==> src/hw/rtl/rle_pkg.sv <==
package rle_pkg;

  // Bit of a header byte that selects literal copy over run.
  localparam int LiteralBit = 7;
  localparam int CountBits  = 7;

  typedef struct packed {
    logic header;     // load count from a nonzero header
    logic end_row;    // emit end-of-row marker, clear row state
    logic literal;    // pass one literal byte or drop it
    logic run_start;  // capture run value and clamp run to room left
    logic run_emit;   // emit one beat of the run
  } ctrl_cmd_t;

  typedef struct packed {
    logic out_free;     // output register empty or being taken
    logic hdr_zero;     // header count is zero
    logic hdr_literal;  // header selects literal copy
    logic rem_one;      // last literal byte of the packet
    logic take_zero;    // run has no room left
    logic run_last;     // current beat finishes the run
  } dp_status_t;

endpackage

==> src/hw/rtl/rle_ctrl.sv <==
module rle_ctrl
  import rle_pkg::*;
(
  input  logic       clk,
  input  logic       rst,
  input  logic       in_valid,
  output logic       in_stall,
  input  dp_status_t status,
  output ctrl_cmd_t  cmd
);

  typedef enum logic [1:0] {
    S_HEADER  = 2'd0,
    S_LITERAL = 2'd1,
    S_RUN     = 2'd2,
    S_EXPAND  = 2'd3
  } state_t;

  state_t state;
  state_t state_next;
  logic   in_take;

  assign in_stall = (state == S_EXPAND) || !status.out_free;
  assign in_take  = in_valid && !in_stall;

  always_comb begin
    cmd        = '0;
    state_next = state;
    case (state)
      S_HEADER: begin
        if (in_take) begin
          if (status.hdr_zero) begin
            cmd.end_row = 1'b1;
          end else begin
            cmd.header = 1'b1;
            state_next = status.hdr_literal ? S_LITERAL : S_RUN;
          end
        end
      end
      S_LITERAL: begin
        if (in_take) begin
          cmd.literal = 1'b1;
          if (status.rem_one) state_next = S_HEADER;
        end
      end
      S_RUN: begin
        if (in_take) begin
          cmd.run_start = 1'b1;
          state_next = status.take_zero ? S_HEADER : S_EXPAND;
        end
      end
      S_EXPAND: begin
        if (status.out_free) begin
          cmd.run_emit = 1'b1;
          if (status.run_last) state_next = S_HEADER;
        end
      end
      default: state_next = S_HEADER;
    endcase
  end

  always_ff @(posedge clk) begin
    if (rst) begin
      state <= S_HEADER;
    end else begin
      state <= state_next;
    end
  end

`ifndef SYNTHESIS
  a_no_input_in_expand: assert property (@(posedge clk) disable iff (rst)
    (state == S_EXPAND) |-> in_stall)
    else $error("input taken during run expansion");
  a_one_command: assert property (@(posedge clk) disable iff (rst)
    $onehot0(cmd))
    else $error("more than one datapath command");
  a_emit_needs_slot: assert property (@(posedge clk) disable iff (rst)
    (cmd.run_emit || cmd.end_row) |-> status.out_free)
    else $error("result loaded into a busy output register");
`endif

endmodule

==> src/hw/rtl/rle_datapath.sv <==
module rle_datapath
  import rle_pkg::*;
#(
  parameter int LANE_W = 4
)
(
  input  logic        clk,
  input  logic        rst,
  input  ctrl_cmd_t   cmd,
  output dp_status_t  status,
  input  logic [7:0]  code_byte,
  input  logic        cfg_we,
  input  logic [15:0] cfg_data,
  output logic        out_valid,
  input  logic        out_stall,
  output logic [7:0]  lane0,
  output logic [7:0]  lane1,
  output logic [7:0]  lane2,
  output logic [7:0]  lane3,
  output logic [2:0]  byte_count,
  output logic        row_end,
  output logic        overflow
);

  logic [15:0]          row_length;
  logic [CountBits-1:0] remaining;
  logic [15:0]          emitted;
  logic                 overflowed;
  logic [7:0]           run_byte;
  logic [CountBits-1:0] run_left;

  logic [15:0]          room;
  logic                 cut;
  logic [CountBits-1:0] take;
  logic                 has_room;
  logic [2:0]           beat_n;
  logic [7:0]           beat_lane [4];
  logic                 out_load;

  assign has_room = emitted < row_length;
  assign room     = has_room ? (row_length - emitted) : 16'd0;
  assign cut      = {{(16 - CountBits){1'b0}}, remaining} > room;
  assign take     = cut ? room[CountBits-1:0] : remaining;

  assign beat_n = (run_left < CountBits'(LANE_W)) ? run_left[2:0] : 3'(LANE_W);

  // a beat enters the output register on an end marker, a kept literal or a run beat
  assign out_load = cmd.end_row || cmd.run_emit || (cmd.literal && has_room);

  always_comb begin
    for (int i = 0; i < 4; i++) begin
      beat_lane[i] = (3'(i) < beat_n) ? run_byte : 8'd0;
    end
  end

  assign status.out_free    = !out_valid || !out_stall;
  assign status.hdr_zero    = (code_byte[CountBits-1:0] == '0);
  assign status.hdr_literal = code_byte[LiteralBit];
  assign status.rem_one     = (remaining == CountBits'(1));
  assign status.take_zero   = (take == '0);
  assign status.run_last    = (run_left <= CountBits'(LANE_W));

  always_ff @(posedge clk) begin
    if (rst) begin
      row_length <= 16'hFFFF;
      remaining  <= '0;
      emitted    <= '0;
      overflowed <= 1'b0;
      run_left   <= '0;
      out_valid  <= 1'b0;
    end else begin
      if (cfg_we) row_length <= cfg_data;

      if (out_load) begin
        out_valid <= 1'b1;
      end else if (status.out_free) begin
        out_valid <= 1'b0;
      end

      if (cmd.header) begin
        remaining <= code_byte[CountBits-1:0];
      end

      if (cmd.end_row) begin
        lane0      <= 8'd0;
        lane1      <= 8'd0;
        lane2      <= 8'd0;
        lane3      <= 8'd0;
        byte_count <= 3'd0;
        row_end    <= 1'b1;
        overflow   <= overflowed;
        remaining  <= '0;
        emitted    <= '0;
        overflowed <= 1'b0;
      end

      if (cmd.literal) begin
        remaining <= remaining - CountBits'(1);
        if (has_room) begin
          emitted    <= emitted + 16'd1;
          lane0      <= code_byte;
          lane1      <= 8'd0;
          lane2      <= 8'd0;
          lane3      <= 8'd0;
          byte_count <= 3'd1;
          row_end    <= 1'b0;
          overflow   <= overflowed;
        end else begin
          overflowed <= 1'b1;
        end
      end

      if (cmd.run_start) begin
        if (cut) overflowed <= 1'b1;
        emitted   <= emitted + {{(16 - CountBits){1'b0}}, take};
        run_left  <= take;
        run_byte  <= code_byte;
        remaining <= '0;
      end

      if (cmd.run_emit) begin
        run_left   <= run_left - {{(CountBits - 3){1'b0}}, beat_n};
        lane0      <= beat_lane[0];
        lane1      <= beat_lane[1];
        lane2      <= beat_lane[2];
        lane3      <= beat_lane[3];
        byte_count <= beat_n;
        row_end    <= 1'b0;
        overflow   <= overflowed;
      end
    end
  end

endmodule

==> src/hw/rtl/rle_row_decoder_top.sv <==
// Run-length decoder for one image row: compressed bytes go in one per beat,
// decoded pixel bytes come out packed into up to LANES (clamped to 1..4) lanes
// per beat. A header or literal byte is taken on its own; a run value byte is
// then expanded into beats of up to that many bytes, during which in_stall
// stays high; a run with no room left in the row is not expanded. Each input
// byte causes at most one result outside expansion, and one output register
// holds the result until out_stall drops. A zero-count header ends the row
// with an empty beat marked row_end and clears the row state. Decoded bytes
// beyond row_length are dropped and flagged on overflow.
module rle_row_decoder_top
  import rle_pkg::*;
#(
  parameter int LANES = 4
)
(
  input  logic        clk,
  input  logic        rst,
  input  logic        cfg_valid,
  output logic        cfg_ready,
  input  logic [15:0] cfg_data,
  input  logic        in_valid,
  output logic        in_stall,
  input  logic [7:0]  code_byte,
  output logic        out_valid,
  input  logic        out_stall,
  output logic [7:0]  lane0,
  output logic [7:0]  lane1,
  output logic [7:0]  lane2,
  output logic [7:0]  lane3,
  output logic [2:0]  byte_count,
  output logic        row_end,
  output logic        overflow
);

  localparam int LaneW = (LANES < 1) ? 1 : ((LANES > 4) ? 4 : LANES);

  ctrl_cmd_t  cmd;
  dp_status_t status;

  assign cfg_ready = 1'b1;

  rle_ctrl u_ctrl (
    .clk      (clk),
    .rst      (rst),
    .in_valid (in_valid),
    .in_stall (in_stall),
    .status   (status),
    .cmd      (cmd)
  );

  rle_datapath #(
    .LANE_W (LaneW)
  ) u_datapath (
    .clk        (clk),
    .rst        (rst),
    .cmd        (cmd),
    .status     (status),
    .code_byte  (code_byte),
    .cfg_we     (cfg_valid && cfg_ready),
    .cfg_data   (cfg_data),
    .out_valid  (out_valid),
    .out_stall  (out_stall),
    .lane0      (lane0),
    .lane1      (lane1),
    .lane2      (lane2),
    .lane3      (lane3),
    .byte_count (byte_count),
    .row_end    (row_end),
    .overflow   (overflow)
  );

`ifndef SYNTHESIS
  a_empty_is_row_end: assert property (@(posedge clk) disable iff (rst)
    (out_valid && (byte_count == 3'd0)) |-> row_end)
    else $error("empty beat without row_end");
  a_row_end_clean: assert property (@(posedge clk) disable iff (rst)
    (out_valid && row_end) |->
      ((byte_count == 3'd0) && (lane0 == 8'd0) && (lane3 == 8'd0)))
    else $error("row_end beat carries data");
  a_count_in_range: assert property (@(posedge clk) disable iff (rst)
    out_valid |-> (byte_count <= 3'(LaneW)))
    else $error("byte_count above lane width");
`endif

endmodule
==> config.mk <==
export PLATFORM = sky130hd
export DESIGN_NAME = rle_row_decoder_top
export DESIGN_NICKNAME = d
export VERILOG_FILES = /design/src/hw/rtl/rle_pkg.sv /design/src/hw/rtl/rle_ctrl.sv /design/src/hw/rtl/rle_datapath.sv /design/src/hw/rtl/rle_row_decoder_top.sv
export SDC_FILE = /design/constraint.sdc
export NUM_CORES = 1
export LEC_CHECK = 0
export BUFFER_PORTS_ARGS = -buffer_cell sky130_fd_sc_hd__buf_4
export CAP_MARGIN = 25
export CORE_ASPECT_RATIO = 2
export CORE_MARGIN = 2
export CORE_UTILIZATION = 50
export DETAILED_ROUTE_END_ITERATION = 10
export PLACE_DENSITY_LB_ADDON = 0.05
export SYNTH_ARGS = -nofsm -noshare
export SYNTH_HDL_FRONTEND = slang
export SYNTH_HIERARCHICAL = 1
export SYNTH_SLANG_ARGS = --single-unit
==> constraint.sdc <==
create_clock -name clk -period 8.1 [get_ports clk]
set_clock_uncertainty 0.15 [all_clocks]
set_input_delay 0.81 -clock clk [delete_from_list [all_inputs] [get_ports clk]]
set_output_delay 0.81 -clock clk [all_outputs]
set_load 0.05 [all_outputs]
Word-level counts from Yosys, hierarchy flattened

Index checks and enable logic that the tools add are counted.

Register bits after elaboration: 95
Input port bits: 29
Output and inout port bits: 40
Word-level logic and storage cells: 128

$add $sub $neg: 5
Magnitude comparators: 8
Equality and inequality tests: 11
Multiplexer cells: 69
Bitwise logic cells: 1
Reduce and logical (&&, ||, !) cells: 19

Operators by type and width:

| kind                  | count |
|---|---|
| $mux 8                | 20 |
| $mux 16               | 5 |
| $mux 7                | 6 |
| $mux 2                | 11 |
| $mux 1                | 21 |
| $add 16x1->16 const B | 1 |
| $add 16x7->16         | 1 |
| $gt 7x16->1           | 1 |
| $lt 16x16->1          | 1 |
| $sub 16x16->16        | 1 |
| $mux 3                | 5 |
| $logic_not 7->1       | 2 |
| $ne 2x1->1 const B    | 4 |
| $pmux 2 s4            | 1 |
| $eq 7x1->1 const B    | 1 |
| $le 7x3->1 const B    | 1 |
| $lt 7x3->1 const B    | 1 |
| $reduce_and 7->1      | 1 |
| $sub 7x1->7 const B   | 1 |
| $sub 7x3->7           | 1 |
| $lt 1x3->1 const A    | 2 |
| $lt 2x3->1 const A    | 2 |
| $ne 2x2->1 const B    | 3 |
| $eq 2x2->1 const B    | 2 |
| 10 further kinds      | 18 |

Longest topological paths before layout

Depth after elaboration: 13
Mapped depth: 29

By module

Netlist, hierarchy kept.

By module, submodules not included:

| module              | instances | cells each | area an instance (µm²) |
|---|---|---|---|
| rle_datapath        | 1         | 689        | 6195.9 |
| rle_ctrl            | 1         | 29         | 214.0 |
| rle_row_decoder_top | 1         | 2          | 11.3 |

Worst setup path before layout

Ideal clock, no wire load.

Path kind: reg2reg
Start: register u_datapath.emitted[0]
End: register u_datapath.emitted[14]
Setup time: 0.135 ns
Arrival time: 6.079 ns
Data required time: 7.815 ns
Slack: 1.736 ns
Stages on the path, launching flop included: 29
Path buffers: 1
Cells stage by stage: dfxtp_1 > ha_1 > inv_1 > fa_1 > a211oi_1 > o21ai_1 > a21boi_0 > a2bb2oi_1 > nor2_1 > clkbuf_1 > nand2_1 > ha_1 > and3_1 > and3_1 > a32oi_1 > o2111ai_1 > a2111oi_4 > nor4b_4 > mux2_2 > ha_1 > fa_1 > a21o_1 > a21o_1 > a21oi_1 > o21ai_0 > nand4_1 > nor4_1 > mux2i_1 > o221ai_1

Longest elaborated chain between the ends: 6
Elaborated cells on any way between the ends: 10

Ends and longest elaborated chain:

| element                                               | RTL line                               | source |
|---|---|---|
| start: declaration                                    | rle_datapath.sv:27                     | `logic [15:0] emitted;` |
| start signal: assignment                              | rle_datapath.sv:100                    | `emitted <= emitted + 16'd1;` |
| start signal: assignment                              | rle_datapath.sv:115                    | `emitted <= emitted + {{(16 - CountBits){1'b0}}, take};` |
| $sub 16x16->16 / $lt 16x16->1 (equally long branches) | rle_datapath.sv:41, rle_datapath.sv:40 |  |
| $mux 16                                               | rle_datapath.sv:41                     | `assign room = has_room ? (row_length - emitted) : 16'd0;` |
| $gt 7x16->1                                           | rle_datapath.sv:42                     | `assign cut = {{(16 - CountBits){1'b0}}, remaining} > room;` |
| $mux 7                                                | rle_datapath.sv:43                     | `assign take = cut ? room[CountBits-1:0] : remaining;` |
| $add 16x7->16                                         | rle_datapath.sv:115                    |  |
| $mux 16 *                                             | rle_datapath.sv:113                    | `if (cmd.run_start) begin` |

Every way passes the cells marked *; elsewhere a longest branch is shown, timed or not.
A chain may end at the register's enable or synchronous reset.

Worst setup path after layout

Ends and elaborated chain as after synthesis.

==> flow_summary.ini <==
[logic_synthesis]
ys.flop_type = dfxtp_1
synth-edff-count = 45
ys_async_sr_fraction_pct = 0
yosysUniqueCellTypes = 80
synth_area_leader_cell = edfxtp_1
syn_inst = 720
yosysWarnings = 6
yosys-top-cells-area = edfxtp_1, dfxtp_1, ha_1
ys_seq_elements = 95
synthDominantCellAreaShare_pct = 21.0
synth_area_sq_um = 6420
synthesis.nets = 785
yosysSeqAreaShare_pct = 36.6
syn_avg_cell_area_sq_um = 8.92

[global_routing]
grt_pass1_wl_um = 30600
grt.overflow.total = 0
grt_pass1_vias = 5941
antenna_found_initial = 0
track_usage_pct = 28.7
grt_max_degree = 59

[power]
clockPowerShare_pct = 28.5
power_frac_seq_pct = 40.4
p_int_mw = 0.933
p_total_mw = 1.48
power_leakage_nw = 2.81
p_sw_mw = 0.544
power_density_nw_per_um2 = 202
swShare_pct = 36.8
p_comb_share_pct = 31.1
vdd_ir_drop_max_v = 0.000124

[route]
routed_wl_um = 20000
postRouteAntennaNets = 0
met1Wirelength_um = 6620
drtIter0Drc = 414
routedWlPerCell_um = 21.7
top_layer_used = met4
drc = 0
firstDrtPassIters = 5
vias = 6006
vias_per_cell = 6.51
met2_length_um = 10800
met3_length_um = 817

[floorplan]
initial_core_util_pct = 51.1
core_sq_um = 12600
rows = 58
io_pins = 69
fp.dieH_um = 164
fp.dieW_um = 84.1
dieArea_sq_um = 13800

[clock_network]
clkTransAtPathRegs_ns = 0.08
cts_resized = 0
cts_root_buffer = clkbuf_16
cts_setup_buffers = 0
cts_hold_buf = 0
cts_buffers = 9
cts.path.max_buffers = 2
cts_tree = built
insertion_delay_ns = 0.35
cts_max_level = 3
cts_sinks = 95

[final_layout]
nNetsFinal = 833
final_area_sq_um = 7300
register_area_sq_um = 2350
n_fill_cell = 1155
drive_gt1_share_pct = 15.1
area.growth.synth_to_final_pct = 13.7
multi_input_area_sq_um = 3760
n_antenna_cell = 0

[timing]
setup_viol = 0
setup_tns_ns = 0
fin_crit_sh_pct = 92.9
maxSlewViolCount = 0
fin_crit_ns = 7.52
fin_hold_ws_ns = 0.336
hold_violations = 0
clock.fmax_mhz = 133
worst_pin_slew_ns = 1.11
max_slew_margin_pct = 25.8
rsz0062_at_grt = no

[critical_path]
crit_type = flip-flop to flip-flop
cp.arrival_ns = 7.60
crit_start = u_datapath/emitted[0]
crit_path_end_kind = flip-flop
cp.required_ns = 8.18
cp_max_fo = 13
r2r_start = u_datapath/emitted[0]
critPathLaunchType = flip-flop

[placement]
place.gp.congestion = 0.979
place_area_sq_um = 6990
io_buffers = 67
hpwlAfterDp_um = 15500

[worst_hold_path]
min_path_type = flip-flop to flip-flop
hold_start = u_datapath/row_length[11]

[flow_run]
maxCapViolations = 0

[outcome]
status = completed
## layout by cell type, fill, tap and decap left out, types with 4 or more instances in the layout
master	synthesis	final
dfxtp_1	50	50
and3_1	13	13
o22ai_1	11	11
ha_1	34	34
nor2_1	38	38
a31oi_1	8	8
o2bb2ai_1	4	4
nor3b_1	5	5
buf_4	2	74
a221oi_1	6	6
a21o_1	15	15
xnor2_1	13	13
nand3_1	22	22
o21ai_0	35	35
clkbuf_16	0	9
o211ai_1	5	5
a21boi_0	6	5
a21oi_1	55	55
mux2i_1	28	28
nand2_1	72	72
nor3_1	22	20
nand2b_1	11	11
and2_1	4	4
o21a_1	5	5
nand4_1	8	8
xor2_1	4	4
a32oi_1	4	4
nor4_1	14	14
a22o_1	29	29
mux2_2	5	5
or4_1	4	4
nor2b_1	8	8
inv_1	36	35
edfxtp_1	45	45
## cells by family (layout without fill, tap and decap cells)
kind of cell	after synthesis	after routing	synth area share (%)
DFF	95	95	36.6
and+or+nand+nor	240	240	19.6
xor gates and xnor gates	17	17	2.32
other	2	2	0.117
AOI/OAI and AO/OA	221	221	23.8
buffers and inverters	76	129	5.05
adders and majority gates	36	36	7.25
muxes	33	33	5.24
## final timing paths
check	endpoint	slack (ns)	cells after the start
setup / recovery	u_datapath/emitted[14]	0.58	27
hold / removal	u_datapath/row_length[11]	0.34	2
setup reg to reg	u_datapath/emitted[14]	0.58	27
hold reg to reg	u_datapath/row_length[11]	0.34	2
## synthesized netlist by cell type, types with 3 or more instances
cell	n
a211o_1	3
a211oi_1	3
a21boi_0	6
a21o_1	15
a21oi_1	55
a21oi_2	3
a221oi_1	6
a22o_1	29
a31oi_1	8
a32oi_1	4
and2_1	4
and3_1	13
buf_2	6
buf_6	3
clkbuf_1	25
dfxtp_1	50
edfxtp_1	45
ha_1	34
inv_1	36
mux2_2	5
mux2i_1	28
nand2_1	72
nand2b_1	11
nand3_1	22
nand4_1	8
nor2_1	38
nor2b_1	8
nor3_1	22
nor3b_1	5
nor4_1	14
o211ai_1	5
o21a_1	5
o21ai_0	35
o21ai_1	3
o22ai_1	11
o2bb2ai_1	4
or3_1	3
or4_1	4
xnor2_1	13
xor2_1	4
## power by group through the flow
| stage | logic, mW | registers [mW] | clock network (mW) |
|---|---|---|---|
| finish | 0.460 | 0.597 | 0.421 |
| global route | 0.493 | 0.602 | 0.450 |
| CTS | 0.455 | 0.596 | 0.431 |
| detailed placement | 0.452 | 0.607 | 0 |
| global placement | 0.444 | 0.605 | 0 |
| floorplan | 0.255 | 0.670 | 0 |
## state kept, by name, indices dropped and copies added, names as in the netlist, 2 cells and up
register               count
u_datapath/run_left        7
u_datapath/byte_count      3
u_datapath/lane2           8
u_datapath/lane3           8
u_datapath/emitted        16
u_datapath/lane1           8
u_datapath/row_length     16
u_datapath/remaining       7
u_datapath/lane0           8
u_ctrl/state               2
u_datapath/run_byte        8
## through the flow
step | cells | utilization [%] | worst slack (ns)
after floorplan | 720 | - | 1.74
after global placement | 904 | 55.7 | 0.834
after detailed placement | 904 | 55.7 | 0.579
after CTS | 920 | 58.0 | 0.514
after global routing | 923 | 58.2 | 0.0675
final | 923 | 58.2 | 0.578
## final cells by class
type | count | area share, %
Clock inverter | 7 | 0.977
Inverter | 37 | 1.90
Tap cell | 150 | 2.57
Clock buffer | 9 | 3.08
Multi-Input combinational cell | 549 | 51.5
Sequential cell | 95 | 32.2
Timing Repair Buffer | 76 | 7.75
## layer usage
layer	GRT usage [%]	vias to the layer above
li1	-	2800
met1	26.2	2858
met2	54.1	254
met3	3.72	94
met4	24.6	0
met5	0	-
## critical path, stage by stage, from the launching register on
cell	delay [ns]
dfxtp_1	0.55
ha_1	0.24
inv_1	0.05
fa_1	0.45
a211oi_1	0.25
o21ai_1	0.17
a21boi_1	0.29
a2bb2oi_1	0.40
nor2_1	0.31
nand2_1	0.19
ha_1	0.23
and3_1	0.20
and3_1	0.18
a32oi_1	0.35
o2111ai_1	0.24
a2111oi_4	0.24
nor4b_4	0.48
mux2_2	0.44
ha_1	0.22
fa_1	0.41
a21o_1	0.18
a21o_1	0.19
a21oi_1	0.20
o21ai_0	0.21
nand4_1	0.19
nor4_1	0.07
mux2i_1	0.17
o221ai_1	0.12
(Power assumes the default switching activity.)
